--- config.mk ---
export PLATFORM = sky130hd
export DESIGN_NAME = scancode_set1_key_tracker
export DESIGN_NICKNAME = d
export VERILOG_FILES = /design/src/hw/rtl/sc1kt_pkg.sv /design/src/hw/rtl/scancode_set1_key_tracker.sv
export SDC_FILE = /design/constraint.sdc
export NUM_CORES = 1
export LEC_CHECK = 0
export ABC_AREA = 0
export BUFFER_PORTS_ARGS = -buffer_cell sky130_fd_sc_hd__buf_2
export CAP_MARGIN = 30
export CORE_ASPECT_RATIO = 0.9
export CORE_MARGIN = 2
export CORE_UTILIZATION = 47
export CTS_CLUSTER_SIZE = 24
export DETAILED_ROUTE_END_ITERATION = 10
export GPL_ROUTABILITY_DRIVEN = 0
export GPL_TIMING_DRIVEN = 0
export PLACE_DENSITY_LB_ADDON = 0.2
export SLEW_MARGIN = 25
export SYNTH_ARGS = -nofsm -noshare
export SYNTH_HDL_FRONTEND = slang
export SYNTH_SLANG_ARGS = --single-unit
--- constraint.sdc ---
create_clock -name clock -period 3.9 [get_ports clock]
set_input_delay 0.585 -clock clock [delete_from_list [all_inputs] [get_ports clock]]
set_output_delay 0.585 -clock clock [all_outputs]
set_load 0.05 [all_outputs]
--- src/hw/rtl/sc1kt_pkg.sv ---
`timescale 1ns / 1ps

package sc1kt_pkg;

   // item kinds on the request side
   localparam logic [1:0] ACT_SCAN    = 2'd0;
   localparam logic [1:0] ACT_REFRESH = 2'd1;
   localparam logic [1:0] ACT_QUERY   = 2'd2;

   // scan bytes with a meaning of their own
   localparam logic [7:0] SC_NULL      = 8'h00;
   localparam logic [7:0] SC_EXT       = 8'hE0;
   localparam logic [7:0] SC_PAUSE     = 8'hE1;
   localparam logic [7:0] SC_FAKE_MAKE = 8'h2A;
   localparam logic [7:0] SC_FAKE_BRK  = 8'hB7;

   localparam logic [2:0] PAUSE_SKIP = 3'd5;

   localparam logic [7:0] NO_KEY    = 8'hFF;
   localparam logic [7:0] KEY_UP    = 8'd96;
   localparam logic [7:0] KEY_LEFT  = 8'd97;
   localparam logic [7:0] KEY_DOWN  = 8'd98;
   localparam logic [7:0] KEY_RIGHT = 8'd99;
   localparam logic [7:0] KEY_PRTSC = 8'd102;

   typedef enum logic [2:0] {
      PH_IDLE,
      PH_EXT,
      PH_FAKE_MAKE_SKIP,
      PH_FAKE_BRK_SKIP,
      PH_FAKE_MAKE_LAST,
      PH_FAKE_BRK_LAST
   } phase_type;

   // plain make code to key number
   localparam logic [7:0] PLAIN_KEYS [128] = '{
      8'hFF, 8'd56, 8'd27, 8'd28, 8'd29, 8'd30, 8'd31, 8'd32,
      8'd33, 8'd34, 8'd35, 8'd26, 8'd37, 8'd38, 8'd47, 8'd49,
      8'd16, 8'd22, 8'd4,  8'd17, 8'd19, 8'd24, 8'd20, 8'd8,
      8'd14, 8'd15, 8'd40, 8'd41, 8'd55, 8'd52, 8'd0,  8'd18,
      8'd3,  8'd5,  8'd6,  8'd7,  8'd9,  8'd10, 8'd11, 8'd42,
      8'd43, 8'd36, 8'd51, 8'd39, 8'd25, 8'd23, 8'd2,  8'd21,
      8'd1,  8'd13, 8'd12, 8'd44, 8'd45, 8'd46, 8'd54, 8'd71,
      8'd53, 8'd48, 8'd50, 8'd57, 8'd58, 8'd59, 8'd60, 8'd61,
      8'd62, 8'd63, 8'd64, 8'd65, 8'd66, 8'd70, 8'd69, 8'd82,
      8'd83, 8'd84, 8'd72, 8'd79, 8'd80, 8'd81, 8'd73, 8'd76,
      8'd77, 8'd78, 8'd75, 8'd74, 8'hFF, 8'hFF, 8'hFF, 8'd67,
      8'd68, 8'hFF, 8'hFF, 8'hFF, 8'hFF, 8'hFF, 8'hFF, 8'hFF,
      8'hFF, 8'hFF, 8'hFF, 8'hFF, 8'hFF, 8'hFF, 8'hFF, 8'hFF,
      8'hFF, 8'hFF, 8'hFF, 8'hFF, 8'hFF, 8'hFF, 8'hFF, 8'hFF,
      8'hFF, 8'hFF, 8'hFF, 8'hFF, 8'hFF, 8'hFF, 8'hFF, 8'hFF,
      8'hFF, 8'hFF, 8'hFF, 8'hFF, 8'hFF, 8'hFF, 8'hFF, 8'hFF
   };

   function automatic logic [7:0] ext_key(input logic [6:0] code);
      logic [7:0] k;
      k = NO_KEY;
      case (code)
         7'h5B: k = 8'd85;
         7'h1D: k = 8'd86;
         7'h38: k = 8'd87;
         7'h5C: k = 8'd88;
         7'h5D: k = 8'd89;
         7'h52: k = 8'd90;
         7'h47: k = 8'd91;
         7'h4F: k = 8'd92;
         7'h49: k = 8'd93;
         7'h51: k = 8'd94;
         7'h53: k = 8'd95;
         7'h48: k = KEY_UP;
         7'h4B: k = KEY_LEFT;
         7'h50: k = KEY_DOWN;
         7'h4D: k = KEY_RIGHT;
         7'h35: k = 8'd100;
         7'h1C: k = 8'd101;
         default: k = NO_KEY;
      endcase
      return k;
   endfunction

   function automatic logic [7:0] fake_make_key(input logic [7:0] code);
      logic [7:0] k;
      k = NO_KEY;
      case (code)
         8'h48: k = KEY_UP;
         8'h4B: k = KEY_LEFT;
         8'h50: k = KEY_DOWN;
         8'h4D: k = KEY_RIGHT;
         8'h37: k = KEY_PRTSC;
         default: k = NO_KEY;
      endcase
      return k;
   endfunction

   function automatic logic [7:0] fake_break_key(input logic [7:0] code);
      logic [7:0] k;
      k = NO_KEY;
      case (code)
         8'hC8: k = KEY_UP;
         8'hCB: k = KEY_LEFT;
         8'hD0: k = KEY_DOWN;
         8'hCD: k = KEY_RIGHT;
         8'hAA: k = KEY_PRTSC;
         default: k = NO_KEY;
      endcase
      return k;
   endfunction

endpackage

--- src/hw/rtl/scancode_set1_key_tracker.sv ---
`timescale 1ns / 1ps

// scan code set 1 key tracker
// req channel: one item per scan byte, snapshot refresh or key query.
//   req_tuser holds the item kind (0 scan byte, 1 refresh, 2 query).
// rsp channel: exactly one result item per request item, in order.
//   scan bytes report the key written (if any), queries report the key's
//   held / went-down / went-up bits against the last snapshot.
// an accepted item goes from the input register to the result register, which
//   drives rsp_tvalid; it moves on only when the result register is free.
// throughput: one item per cycle unless rsp stalls; the decode is a table
//   lookup plus the prefix state update, done between the input and result registers.
// the input register lets one more item in while a result sits unread.
// when rsp_tready is low both registers fill and req_tready drops; nothing
//   is lost or repeated, state only moves when an item enters the result reg.
// reset: synchronous, clears both key maps (all keys up), the prefix state
//   and the pause skip count; both registers come up empty.
module scancode_set1_key_tracker #(
   parameter int KEY_SLOTS = 128
) (
   input  logic        clock,
   input  logic        reset,
   input  logic        req_tvalid,
   output logic        req_tready,
   input  logic [15:0] req_tdata,  // scan_byte[7:0], key_index[14:8], zero[15]
   input  logic [1:0]  req_tuser,  // action[1:0]
   output logic        rsp_tvalid,
   input  logic        rsp_tready,
   output logic [15:0] rsp_tdata   // key_held[0], key_went_down[1], key_went_up[2],
                                   // event_valid[3], event_key[10:4],
                                   // event_down[11], zero[15:12]
);

   localparam int IDX_W = $clog2(KEY_SLOTS);

   // input register
   logic                  s1_valid_ff, s1_valid_in;
   logic [1:0]            s1_action_ff;
   logic [7:0]            s1_byte_ff;
   logic [6:0]            s1_key_index_ff;

   // result register
   logic                  out_valid_ff, out_valid_in;
   logic [15:0]           out_data_ff, out_data_in;

   // tracker state
   logic [KEY_SLOTS-1:0]  held_map_ff, held_map_in;
   logic [KEY_SLOTS-1:0]  snapshot_map_ff, snapshot_map_in;
   sc1kt_pkg::phase_type  phase_ff, phase_in;
   logic [2:0]            pause_left_ff, pause_left_in;

   logic                  advance;
   logic                  req_fire;

   // decode results
   logic [7:0]            key;
   logic                  down;
   logic                  ev_valid;
   logic                  q_held, q_snap, q_in_range;
   logic [IDX_W-1:0]      q_idx;

   // result register frees when empty or read this cycle
   assign advance    = !out_valid_ff || rsp_tready;
   assign req_tready = !s1_valid_ff || advance;
   assign req_fire   = req_tvalid && req_tready;

   assign rsp_tvalid = out_valid_ff;
   assign rsp_tdata  = out_data_ff;

   always_comb begin
      s1_valid_in  = s1_valid_ff;
      out_valid_in = out_valid_ff;
      if (advance) begin
         out_valid_in = s1_valid_ff;
         s1_valid_in  = 1'b0;
      end
      if (req_fire) begin
         s1_valid_in = 1'b1;
      end
   end

   always_ff @(posedge clock) begin
      if (reset) begin
         s1_valid_ff  <= 1'b0;
         out_valid_ff <= 1'b0;
      end else begin
         s1_valid_ff  <= s1_valid_in;
         out_valid_ff <= out_valid_in;
      end
   end

   // payload registers, no reset
   always_ff @(posedge clock) begin
      if (req_fire) begin
         s1_action_ff    <= req_tuser;
         s1_byte_ff      <= req_tdata[7:0];
         s1_key_index_ff <= req_tdata[14:8];
      end
      if (advance && s1_valid_ff) begin
         out_data_ff <= out_data_in;
      end
   end

   // query lookup
   assign q_in_range = (9'(s1_key_index_ff) < 9'(KEY_SLOTS));
   assign q_idx      = IDX_W'(s1_key_index_ff);
   assign q_held     = q_in_range ? held_map_ff[q_idx] : 1'b0;
   assign q_snap     = q_in_range ? snapshot_map_ff[q_idx] : 1'b0;

   // state register
   always_ff @(posedge clock) begin
      if (reset) begin
         held_map_ff     <= '0;
         snapshot_map_ff <= '0;
         phase_ff        <= sc1kt_pkg::PH_IDLE;
         pause_left_ff   <= 3'd0;
      end else if (advance && s1_valid_ff) begin
         held_map_ff     <= held_map_in;
         snapshot_map_ff <= snapshot_map_in;
         phase_ff        <= phase_in;
         pause_left_ff   <= pause_left_in;
      end
   end

   // next state and result
   always_comb begin
      held_map_in     = held_map_ff;
      snapshot_map_in = snapshot_map_ff;
      phase_in        = phase_ff;
      pause_left_in   = pause_left_ff;
      key             = sc1kt_pkg::NO_KEY;
      down            = 1'b0;
      out_data_in     = '0;

      unique case (s1_action_ff)
         sc1kt_pkg::ACT_REFRESH: begin
            snapshot_map_in = held_map_ff;
         end
         sc1kt_pkg::ACT_QUERY: begin
            out_data_in[0] = q_held;
            out_data_in[1] = q_held && !q_snap;
            out_data_in[2] = !q_held && q_snap;
         end
         sc1kt_pkg::ACT_SCAN: begin
            // null bytes never touch the sequence state
            if (s1_byte_ff != sc1kt_pkg::SC_NULL) begin
               if (pause_left_ff != 3'd0) begin
                  pause_left_in = pause_left_ff - 3'd1;
               end else begin
                  unique case (phase_ff)
                     sc1kt_pkg::PH_IDLE: begin
                        if (s1_byte_ff == sc1kt_pkg::SC_EXT) begin
                           phase_in = sc1kt_pkg::PH_EXT;
                        end else if (s1_byte_ff == sc1kt_pkg::SC_PAUSE) begin
                           pause_left_in = sc1kt_pkg::PAUSE_SKIP;
                        end else begin
                           key  = sc1kt_pkg::PLAIN_KEYS[s1_byte_ff[6:0]];
                           down = !s1_byte_ff[7];
                        end
                     end
                     sc1kt_pkg::PH_EXT: begin
                        phase_in = sc1kt_pkg::PH_IDLE;
                        if (s1_byte_ff == sc1kt_pkg::SC_FAKE_MAKE) begin
                           phase_in = sc1kt_pkg::PH_FAKE_MAKE_SKIP;
                        end else if (s1_byte_ff == sc1kt_pkg::SC_FAKE_BRK) begin
                           phase_in = sc1kt_pkg::PH_FAKE_BRK_SKIP;
                        end else if (s1_byte_ff != sc1kt_pkg::SC_EXT &&
                                     s1_byte_ff != sc1kt_pkg::SC_PAUSE) begin
                           key  = sc1kt_pkg::ext_key(s1_byte_ff[6:0]);
                           down = !s1_byte_ff[7];
                        end
                     end
                     // inner E0 of a fake-shift pair, skipped whatever it is
                     sc1kt_pkg::PH_FAKE_MAKE_SKIP: phase_in = sc1kt_pkg::PH_FAKE_MAKE_LAST;
                     sc1kt_pkg::PH_FAKE_BRK_SKIP:  phase_in = sc1kt_pkg::PH_FAKE_BRK_LAST;
                     sc1kt_pkg::PH_FAKE_MAKE_LAST: begin
                        phase_in = sc1kt_pkg::PH_IDLE;
                        key      = sc1kt_pkg::fake_make_key(s1_byte_ff);
                        down     = 1'b1;
                     end
                     sc1kt_pkg::PH_FAKE_BRK_LAST: begin
                        phase_in = sc1kt_pkg::PH_IDLE;
                        key      = sc1kt_pkg::fake_break_key(s1_byte_ff);
                        down     = 1'b0;
                     end
                     default: phase_in = sc1kt_pkg::PH_IDLE;
                  endcase
               end
            end
         end
         default: begin
            // unused kind, nothing changes
         end
      endcase

      ev_valid = (key != sc1kt_pkg::NO_KEY) && (9'(key) < 9'(KEY_SLOTS));
      if (ev_valid) begin
         held_map_in[IDX_W'(key)] = down;
         out_data_in[3]           = 1'b1;
         out_data_in[10:4]        = key[6:0];
         out_data_in[11]          = down;
      end
   end

endmodule

Word-level counts from Yosys, hierarchy flattened
Memory sizes are Yosys's and may differ from the RTL's.
Cells that the tools add are included.
{"block": "op_classes", "n_addsub": 1, "order_cmp": 5, "eq_ne": 43, "n_mux": 41, "n_bitwise": 2, "reduce_logical": 25}
{"operator": "case mux 8 bit (17 select lines)", "n": 1}
{"operator": "bitwise mux 128 bit", "n": 1}
{"operator": "== test 7 bit, second input constant", "n": 13}
{"operator": "2-to-1 mux 8 bit", "n": 10}
{"operator": "case mux 8 bit (5 select lines)", "n": 2}
{"operator": "== test 8 bit, second input constant", "n": 8}
{"operator": "== test 8 x 7 -> 1 bit, second input constant", "n": 4}
{"operator": "case mux 8 bit (4 select lines)", "n": 1}
{"operator": "inequality test 8 bit, second input constant", "n": 3}
{"operator": "== test 8 x 6 -> 1 bit, second input constant", "n": 2}
{"operator": "< comparator 7 x 8 -> 1 bit, second input constant", "n": 2}
{"operator": "2-to-1 mux 3 bit", "n": 5}
{"operator": "binary-select mux 1 bit (select 7 bit)", "n": 2}
{"operator": "== test 7 x 5 -> 1 bit, second input constant", "n": 2}
{"operator": "== test 7 x 6 -> 1 bit, second input constant", "n": 2}
{"operator": "2-to-1 mux 1 bit", "n": 14}
{"operator": "case mux 3 bit (4 select lines)", "n": 1}
{"operator": ">= comparator 8 bit, second input constant", "n": 1}
{"operator": "< comparator 8 bit, second input constant", "n": 1}
{"operator": "inverter 7 -> 8 bit", "n": 1}
{"operator": "nonzero test 8 bit", "n": 1}
{"operator": "demux 1 bit (select 7 bit)", "n": 1}
{"operator": ">= comparator 7 x 1 -> 1 bit, second input constant", "n": 1}
{"operator": "logical AND 1 bit", "n": 7}
{"operator": "other kinds (19)", "n": 31}
{"block": "word_totals", "ff_bits": 293, "romBits": 1024, "inputBits": 22, "word_cells": 130, "mem_count": 1}
{"name": "(no name shown)", "depth": 128, "width": 8, "read_ports": 1, "rd_clocked_by_memory_dff": 0, "wr": 0, "line": "scancode_set1_key_tracker.sv:157", "source": "key = sc1kt_pkg::PLAIN_KEYS[s1_byte_ff[6:0]];"}

Depth between registers and ports, before layout
Gate-level depths: netlist of run 1.
{"block": "logic_depth", "word_depth": 15, "depth_mapped": 15, "ltp_nobuf": 10}

Worst setup path after synthesis of run 1
No wires, ideal clock.
{"block": "synth_timing", "path_kind": "reg-to-reg", "start": "register s1_key_index_ff[0] (netlist: q_idx[0])", "end": "register out_data_ff[1] (netlist: rsp_tdata[1]) (data pin)", "setup_ps": 255, "arrival_ps": 3350, "required_ps": 3645, "setup_slack_ps": 295, "stages_incl_launch_ff": 9, "n_path_buf": 2, "period_less_slack_ps": 3605, "path_cell_list": "edfxtp_1 > clkbuf_1 > buf_1 > mux4_2 > mux4_2 > mux4_2 > mux2_2 > and3b_1 > and2_1"}
{"block": "synth_via", "elab_chain_len": 4}
{"element": "start: declaration", "line": "scancode_set1_key_tracker.sv:40", "source": "logic [6:0] s1_key_index_ff;"}
{"element": "start signal: assignment", "line": "scancode_set1_key_tracker.sv:97", "source": "s1_key_index_ff <= req_tdata[14:8];"}
{"element": "binary-select mux 1 bit (select 7 bit)", "line": "scancode_set1_key_tracker.sv:108", "source": "assign q_snap = q_in_range ? snapshot_map_ff[q_idx] : 1'b0;"}
{"element": "2-to-1 mux 1 bit (not written as such)", "line": "scancode_set1_key_tracker.sv:108"}
{"element": "zero test 1 bit", "line": "scancode_set1_key_tracker.sv:141", "source": "out_data_in[1] = q_held && !q_snap;"}
{"element": "logical AND 1 bit (*)", "line": "scancode_set1_key_tracker.sv:141"}
{"element": "end signal: assignment", "line": "scancode_set1_key_tracker.sv:100", "source": "out_data_ff <= out_data_in;"}
{"element": "end: declaration", "line": "scancode_set1_key_tracker.sv:44", "source": "logic [15:0] out_data_ff, out_data_in;"}
Mark *: on every way between the ends. The rest lies on a longest branch, timed or not. The select of a mux whose other input is x is not followed.
A chain may end at the register's enable or synchronous reset.

Worst setup path in the final report of run 1
{"block": "layout_timing", "start": "register s1_byte_ff[1]", "end": "register held_map_ff[73]"}
{"block": "layout_via", "elab_chain_len": 15}
{"element": "start: declaration", "line": "scancode_set1_key_tracker.sv:39", "source": "logic [7:0] s1_byte_ff;"}
{"element": "start signal: assignment", "line": "scancode_set1_key_tracker.sv:96", "source": "s1_byte_ff <= req_tdata[7:0];"}
{"element": "inverter 7 -> 8 bit (not written as such)", "line": "scancode_set1_key_tracker.sv:157"}
{"element": "memory (128 x 8 bit)"}
{"element": "2-to-1 mux 8 bit (not written as such) (2 in series)", "line": "scancode_set1_key_tracker.sv:157"}
{"element": "2-to-1 mux 8 bit", "line": "scancode_set1_key_tracker.sv:154", "source": "end else if (s1_byte_ff == sc1kt_pkg::SC_PAUSE) begin"}
{"element": "2-to-1 mux 8 bit", "line": "scancode_set1_key_tracker.sv:152", "source": "if (s1_byte_ff == sc1kt_pkg::SC_EXT) begin"}
{"element": "case mux 8 bit (4 select lines)", "line": "scancode_set1_key_tracker.sv:150", "source": "unique case (phase_ff)"}
{"element": "2-to-1 mux 8 bit", "line": "scancode_set1_key_tracker.sv:147", "source": "if (pause_left_ff != 3'd0) begin"}
{"element": "2-to-1 mux 8 bit", "line": "scancode_set1_key_tracker.sv:146", "source": "if (s1_byte_ff != sc1kt_pkg::SC_NULL) begin"}
{"element": "2-to-1 mux 8 bit", "line": "scancode_set1_key_tracker.sv:135", "source": "unique case (s1_action_ff)"}
{"element": "< comparator 7 x 8 -> 1 bit (not written as such) / >= comparator 7 x 1 -> 1 bit (equally long branches)", "line": "scancode_set1_key_tracker.sv:198", "source": "held_map_in[IDX_W'(key)] = down;"}
{"element": "logical AND 1 bit (not written as such)", "line": "scancode_set1_key_tracker.sv:198"}
{"element": "2-to-1 mux 1 bit (not written as such)", "line": "scancode_set1_key_tracker.sv:198"}
{"element": "demux 1 bit (select 7 bit)", "line": "scancode_set1_key_tracker.sv:198"}
{"element": "bitwise mux 128 bit", "line": "scancode_set1_key_tracker.sv:198"}
{"element": "end signal: assignment", "line": "scancode_set1_key_tracker.sv:118", "source": "held_map_ff <= held_map_in;"}
{"element": "end: declaration", "line": "scancode_set1_key_tracker.sv:47", "source": "logic [KEY_SLOTS-1:0] held_map_ff, held_map_in;"}
Several ways; a longest one is shown, not always the timed one. The select of a mux whose other input is x is not followed.

==> results of run 1 <==
-- final timing paths --
check / start / to / slack [ns] / cells after the start
worst max-delay path: s1_byte_ff[1]$_DFFE_PP_ / held_map_ff[73]$_SDFFE_PP0P_ / 0.04 / 14
worst max register to register: s1_byte_ff[1]$_DFFE_PP_ / held_map_ff[73]$_SDFFE_PP0P_ / 0.04 / 14
worst min register to register: snapshot_map_ff[63]$_SDFFE_PP0P_ / snapshot_map_ff[63]$_SDFFE_PP0P_ / 0.45 / 2
worst min-delay path: req_tdata[0] / s1_byte_ff[0]$_DFFE_PP_ / 0.19 / 1
-- cell usage in the layout, fill, tap and decap left out, types with 9 or more instances in the layout --
cell	synthesis	routed
clkbuf_1	103	85
nor4_2	8	13
nor2b_1	24	24
edfxtp_1	29	29
dfxtp_1	264	264
clkbuf_16	0	32
mux4_2	87	87
or3_1	9	9
nand2_1	272	271
ha_1	10	9
o31ai_1	14	14
a21oi_1	160	158
nor3_1	54	38
clkbuf_2	1	14
nand3b_1	12	12
o21ai_0	14	14
nand2b_1	120	119
nor2_1	34	34
mux2i_1	108	108
nand3_1	50	47
inv_1	17	15
buf_2	32	62
nor3_2	2	16
nand4_1	24	24
buf_4	6	31
clkbuf_4	0	9
-- state kept, by name, indices dropped and copies added, names as in the netlist --
register         flops
pause_left_ff        3
held_map_ff        128
s1_action_ff         2
rsp_tvalid           1
s1_valid_ff          1
rsp_tdata           12
snapshot_map_ff    128
phase_ff             3
q_idx                7
s1_byte_ff           8
-- routing by layer --
layer	part of all wire	up-vias	global-route usage
met4	0.031	0	0.08712
met1	0.45	6483	0.4243
met3	0.094	113	0.05906
met5	0	-	0
li1	-	5993	-
met2	0.42	655	0.4181
-- layout make-up --
class / instances / share of cell area
antenna: 1 / 0.0001421
buffer: 150 / 0.04257
clock buffer: 47 / 0.05266
clock inverter: 6 / 0.004548
inverter: 17 / 0.003980
multi-input combinational: 1153 / 0.4956
sequential: 293 / 0.3497
tap: 416 / 0.02956
timing repair buffer: 58 / 0.02132
-- cells by family after synthesis --
kind of cell / Yosys count / share of synthesized area
buffers and inverters: 175 / 0.05003
and+or+nand+nor: 674 / 0.2308
AOI/OAI and AO/OA: 264 / 0.1061
other: 1 / 0.0002450
xor gates and xnor gates: 4 / 0.002289
muxes: 197 / 0.2001
DFF: 293 / 0.4022
adders and majority gates: 10 / 0.008175
-- where the power goes --
group	internal [uW]	switching [uW]
clock	1750	1210
sequential	3060	12.5
combinational	214	480
-- Yosys cell counts, drive strengths merged, types with 5 or more instances --
| master | count |
|---|---|
| edfxtp | 29 |
| mux2i | 108 |
| and3 | 6 |
| a31oi | 10 |
| inv | 17 |
| dfxtp | 264 |
| and4 | 8 |
| o2111ai | 5 |
| nand4 | 26 |
| nand3 | 50 |
| and3b | 5 |
| buf | 54 |
| o21ai | 16 |
| o31ai | 14 |
| nor4 | 18 |
| ha | 10 |
| nand2 | 272 |
| nor2 | 34 |
| or3 | 9 |
| nor2b | 24 |
| and2 | 8 |
| nand2b | 120 |
| o211ai | 9 |
| nor3b | 6 |
| clkbuf | 104 |
| or4 | 5 |
| mux4 | 87 |
| a21oi | 160 |
| nor3 | 56 |
| o221ai | 5 |
| nand3b | 12 |
-- metrics by stage --
| step | TNS [ns] | hold WS, ns | util | instance area, um2 |
|---|---|---|---|---|
| global route | -0.03377 | 0.1692 | 0.5508 | 17600 |
| floorplan | 0 | 0.4331 | - | 15320 |
| detailed placement | -76.25 | 0.4454 | 0.5023 | 16050 |
| global placement | -142.26 | 0.4397 | 0.5008 | 16010 |
| CTS | -0.0005289 | 0.1657 | 0.5415 | 17310 |
| finish | 0 | 0.1862 | 0.5509 | 17610 |
-- what timing repair did --
action	4_1_cts	5_1_grt
pin swaps	3	3
resized for setup	47	62
endpoints found under the setup margin	117	113
gates cloned	0	0
setup buffers	12	9
==> run metrics, run 1 <==
first drt pass iteration count=6; Synth area leader=dfxtp_1; CP Class=reg2reg; Rows=62; die footprint=between 30,000 and 40,000 um2; GRT overflow=0; post-DR vias/cell=6.186; post-synthesis cell count=around 1,600; Top FF cell, synth=dfxtp_1; min Tclk post-route=3.864 ns; Final Power=a little under 7000 uW; worst-margin pin slew=between 1 and 1.5 ns; first-pass GRT wire length=75.45 mm; relative slew slack=0.2954; Core ar.=between 30,000 and 40,000 um2; sequential share of the synthesized area=0.4022; Fill cells=2,918; leakage dissipation=0.005915 uW; Post-synth EDFFs=29; Crit path required time=4.38 ns; final setup vio count=0; vias in the first global route=12,494; max_cap viols=0; Avg Cell Area, Syn=between 9 and 10 um2; Sink Count=293; HP Class=in2reg; leading post-synthesis cells by cell area=dfxtp_1 (35%), mux4_2 (13%), mux2i_1 (7.1%); cts bufs inserted=30; DIE HEIGHT=~180 um; status=complete, no violations; Cell variety after synth=82; delay-heaviest family, CP=simple AND/OR/NAND/NOR gates; Max Buffers Root-to-Sink=3; Slowest Stage Delay on Critical Path=around 0.47 ns; Setup WS post-layout=0.03572 ns; Async S/R FF share, synth=0; critical path's slowest cell=or4_4; worst slack, placed=-0.8718 ns; root buf cell=clkbuf_16; nets=1,735; pwr dens=382.2 nW/um2; DRT iter0 DRCs=roughly 1,400; CP max FO=10; Detail Route Antenna Nets=0; fin. max-slew vios=0; area grow syn2layout=15.03%; Multi-input gate area=just under 9000 um2; WL final=~50 mm; die width=roughly 200 um; synth warn=0; most used cell, CP=buf_2; WP buf/inv=5; Initial Util=0.4789; Max IR drop VDD=about 0.34 mV; skew final=between 0.02 and 0.03 ns; RSZ-0062 raised after global routing=true; DRC errors left=0; area share of the largest cell type after synthesis=0.3453; CP arrival=4.35 ns; dpl cells=2,074; Detailed Place HPWL=approximately 35 mm; crit path launch type=register; routed length per instance=approximately 23 um; CTS clk-pin slew, worst paths=~0.08 ns; post-route insts no fill=~2,100; pin count of the biggest net entering global routing=18; Mapped Area=around 15,000 um2; Final period util=0.9908; CTS tree=built; crit path cell chain=buf_2, inv_4, ha_1, buf_6, nor2b_1, or4_4, and3_4, a31oi_4, o211ai_4, or3_1, clkbuf_4, buf_2, nor3_1, mux2i_1; CTS Hold Buffers Added=0; clock latency at the later pin of the worst-skew pair=~0.57 ns; Fin. Hold Viols=0; type of element capturing the critical path=register; sequential standard cell area=between 6000 and 7000 um2; layout cells sized above 1=0.1949; IO Port Bufs=34; Tot GR Track Use=0.2861; vias=between 10,000 and 15,000; Max Fclk=0.2588 GHz; number of H-tree levels=1; number of synthesized register bits=293; initial antenna violation count=1; io pins=40
Note: power is estimated with default switching activity, not from simulation.
==> run 2, diff against run 1 <==
--- a/config.mk
+++ b/config.mk
@@ -8,9 +8,11 @@
 export ABC_AREA = 0
 export BUFFER_PORTS_ARGS = -buffer_cell sky130_fd_sc_hd__buf_2
 export CAP_MARGIN = 30
+export CELL_PAD_IN_SITES_DETAIL_PLACEMENT = 1
+export CELL_PAD_IN_SITES_GLOBAL_PLACEMENT = 1
 export CORE_ASPECT_RATIO = 0.9
-export CORE_MARGIN = 2
-export CORE_UTILIZATION = 47
+export CORE_MARGIN = 1.5
+export CORE_UTILIZATION = 30
 export CTS_CLUSTER_SIZE = 24
 export DETAILED_ROUTE_END_ITERATION = 10
 export GPL_ROUTABILITY_DRIVEN = 0
==> run metrics, run 2 (synthesis gave the netlist of run 1 again) <==
Detail Route Antenna Nets=0; sequential standard cell area=6156 um2; DIE HEIGHT=between 200 and 250 um; DRC errors left=0; Crit path required time=4.37 ns; final setup vio count=0; DRT iter0 DRCs=985; Initial Util=0.3039; pin count of the biggest net entering global routing=18; crit path launch type=register; WL final=58.19 mm; most common cell after layout, fill and taps aside=nand2_1; io pins=40; HP Class=in2reg; root buf cell=clkbuf_16; post-DR vias/cell=5.415; status=complete, no violations; skew final=0.02125 ns; Max Buffers Root-to-Sink=3; number of H-tree levels=2; CP Class=reg2reg; post-route insts no fill=about 2,400; Detailed Place HPWL=between 40 and 50 mm; vias in the first global route=13,574; die width=about 240 um; CTS tree=built; CP arrival=between 4 and 5 ns; CTS clk-pin slew, worst paths=~0.060 ns; nets=roughly 1,800; most frequent cells in the layout=nand2_1 (272), dfxtp_1 (264), a21oi_1 (156), nand2b_1 (119), mux2i_1 (108); Rows=78; final core utilization=0.3643; Final period util=0.9783; fin. max-slew vios=0; max_cap viols=0; Max Fclk=~0.26 GHz; GRT overflow=0; clock latency at the later pin of the worst-skew pair=around 0.57 ns; layout cells sized above 1=0.2102; type of element capturing the critical path=register; Sink Count=between 200 and 300; area grow syn2layout=19.87%; dpl cells=between 2,000 and 2,500; worst-margin pin slew=0.9357 ns; first-pass GRT wire length=slightly below 90 mm; die footprint=about 52,000 um2; Core ar.=roughly 50,000 um2; Max IR drop VDD=about 0.29 mV; initial antenna violation count=1; Fill cells=5,830; leakage dissipation=between 0.006 and 0.007 uW; Tot GR Track Use=0.2249; IO Port Bufs=34; pwr dens=between 300 and 400 nW/um2; min Tclk post-route=approximately 3.8 ns; Multi-input gate area=between 8000 and 9000 um2; cts bufs inserted=36; Fin. Hold Viols=0; relative slew slack=0.3762; CP max FO=10; routed length per instance=23.98 um; vias=roughly 13,000; antenna cell count=0; first drt pass iteration count=5
run 2: final timing paths:
check | depth (start not counted) | end | startpoint | slack, ns
worst min-delay path | 1 | s1_action_ff[1]$_DFFE_PP_ | req_tuser[1] | 0.20
worst max-delay path | 14 | held_map_ff[61]$_SDFFE_PP0P_ | s1_byte_ff[1]$_DFFE_PP_ | 0.08
worst min register to register | 2 | pause_left_ff[2]$_SDFFE_PP0P_ | pause_left_ff[2]$_SDFFE_PP0P_ | 0.45
worst max register to register | 14 | held_map_ff[61]$_SDFFE_PP0P_ | s1_byte_ff[1]$_DFFE_PP_ | 0.08
run 2: critical path: stages, from the launching register on:
cell	delay, ns
edfxtp_1	0.47
buf_4	0.23
inv_2	0.14
ha_2	0.22
buf_6	0.17
nor2b_1	0.07
or4_4	0.46
and3_4	0.20
a31oi_4	0.24
o211ai_4	0.14
or3_1	0.40
buf_4	0.21
buf_6	0.19
nor4_2	0.32
mux2i_1	0.24
run 2: repair_timing:
action	CTS	global route
endpoints found under the setup margin	122	114
setup buffers	15	13
pin swaps	4	9
gates resized for setup	59	101
hold buffers	0	0
endpoints found under the hold margin	0	0
run 2: per-layer routing:
metal,vias to the layer above,wire length [um],GRT usage
li1,6022,-,-
met1,6677,27570,0.3188
met2,348,25670,0.3387
met3,91,3104,0.04173
met4,0,1841,0.08188
met5,-,0,0
run 2: area by class of cell:
cell class	instances	share of cell area
clock inverters	7	0.003001
inverters	17	0.003683
multi-input cells	1153	0.4821
flip-flops and latches	293	0.3356
well taps	680	0.04638
plain buffers	151	0.04481
clock buffers	59	0.05947
repair buffers	66	0.02496
run 2: through the flow:
step / worst slack, ns / cell area [um2] / power [uW] / hold WS (ns) / TNS, ns
after floorplan: 0.2952 / 15320 / 3545 / 0.4331 / 0
after global routing: -0.03823 / 18350 / 7354 / 0.1950 / -0.3153
final: 0.08474 / 18350 / 7104 / 0.2011 / 0
after detailed placement: -1.242 / 16400 / 3788 / 0.4477 / -90.96
after CTS: 0.003467 / 17890 / 7127 / 0.1760 / 0
after global placement: -1.931 / 16340 / 3778 / 0.4387 / -210.22
run 2: power by group:
part / switching (uW) / internal, uW
Clock: 1370 / 1920
Sequential: 13.7 / 3060
Combinational: 508 / 228
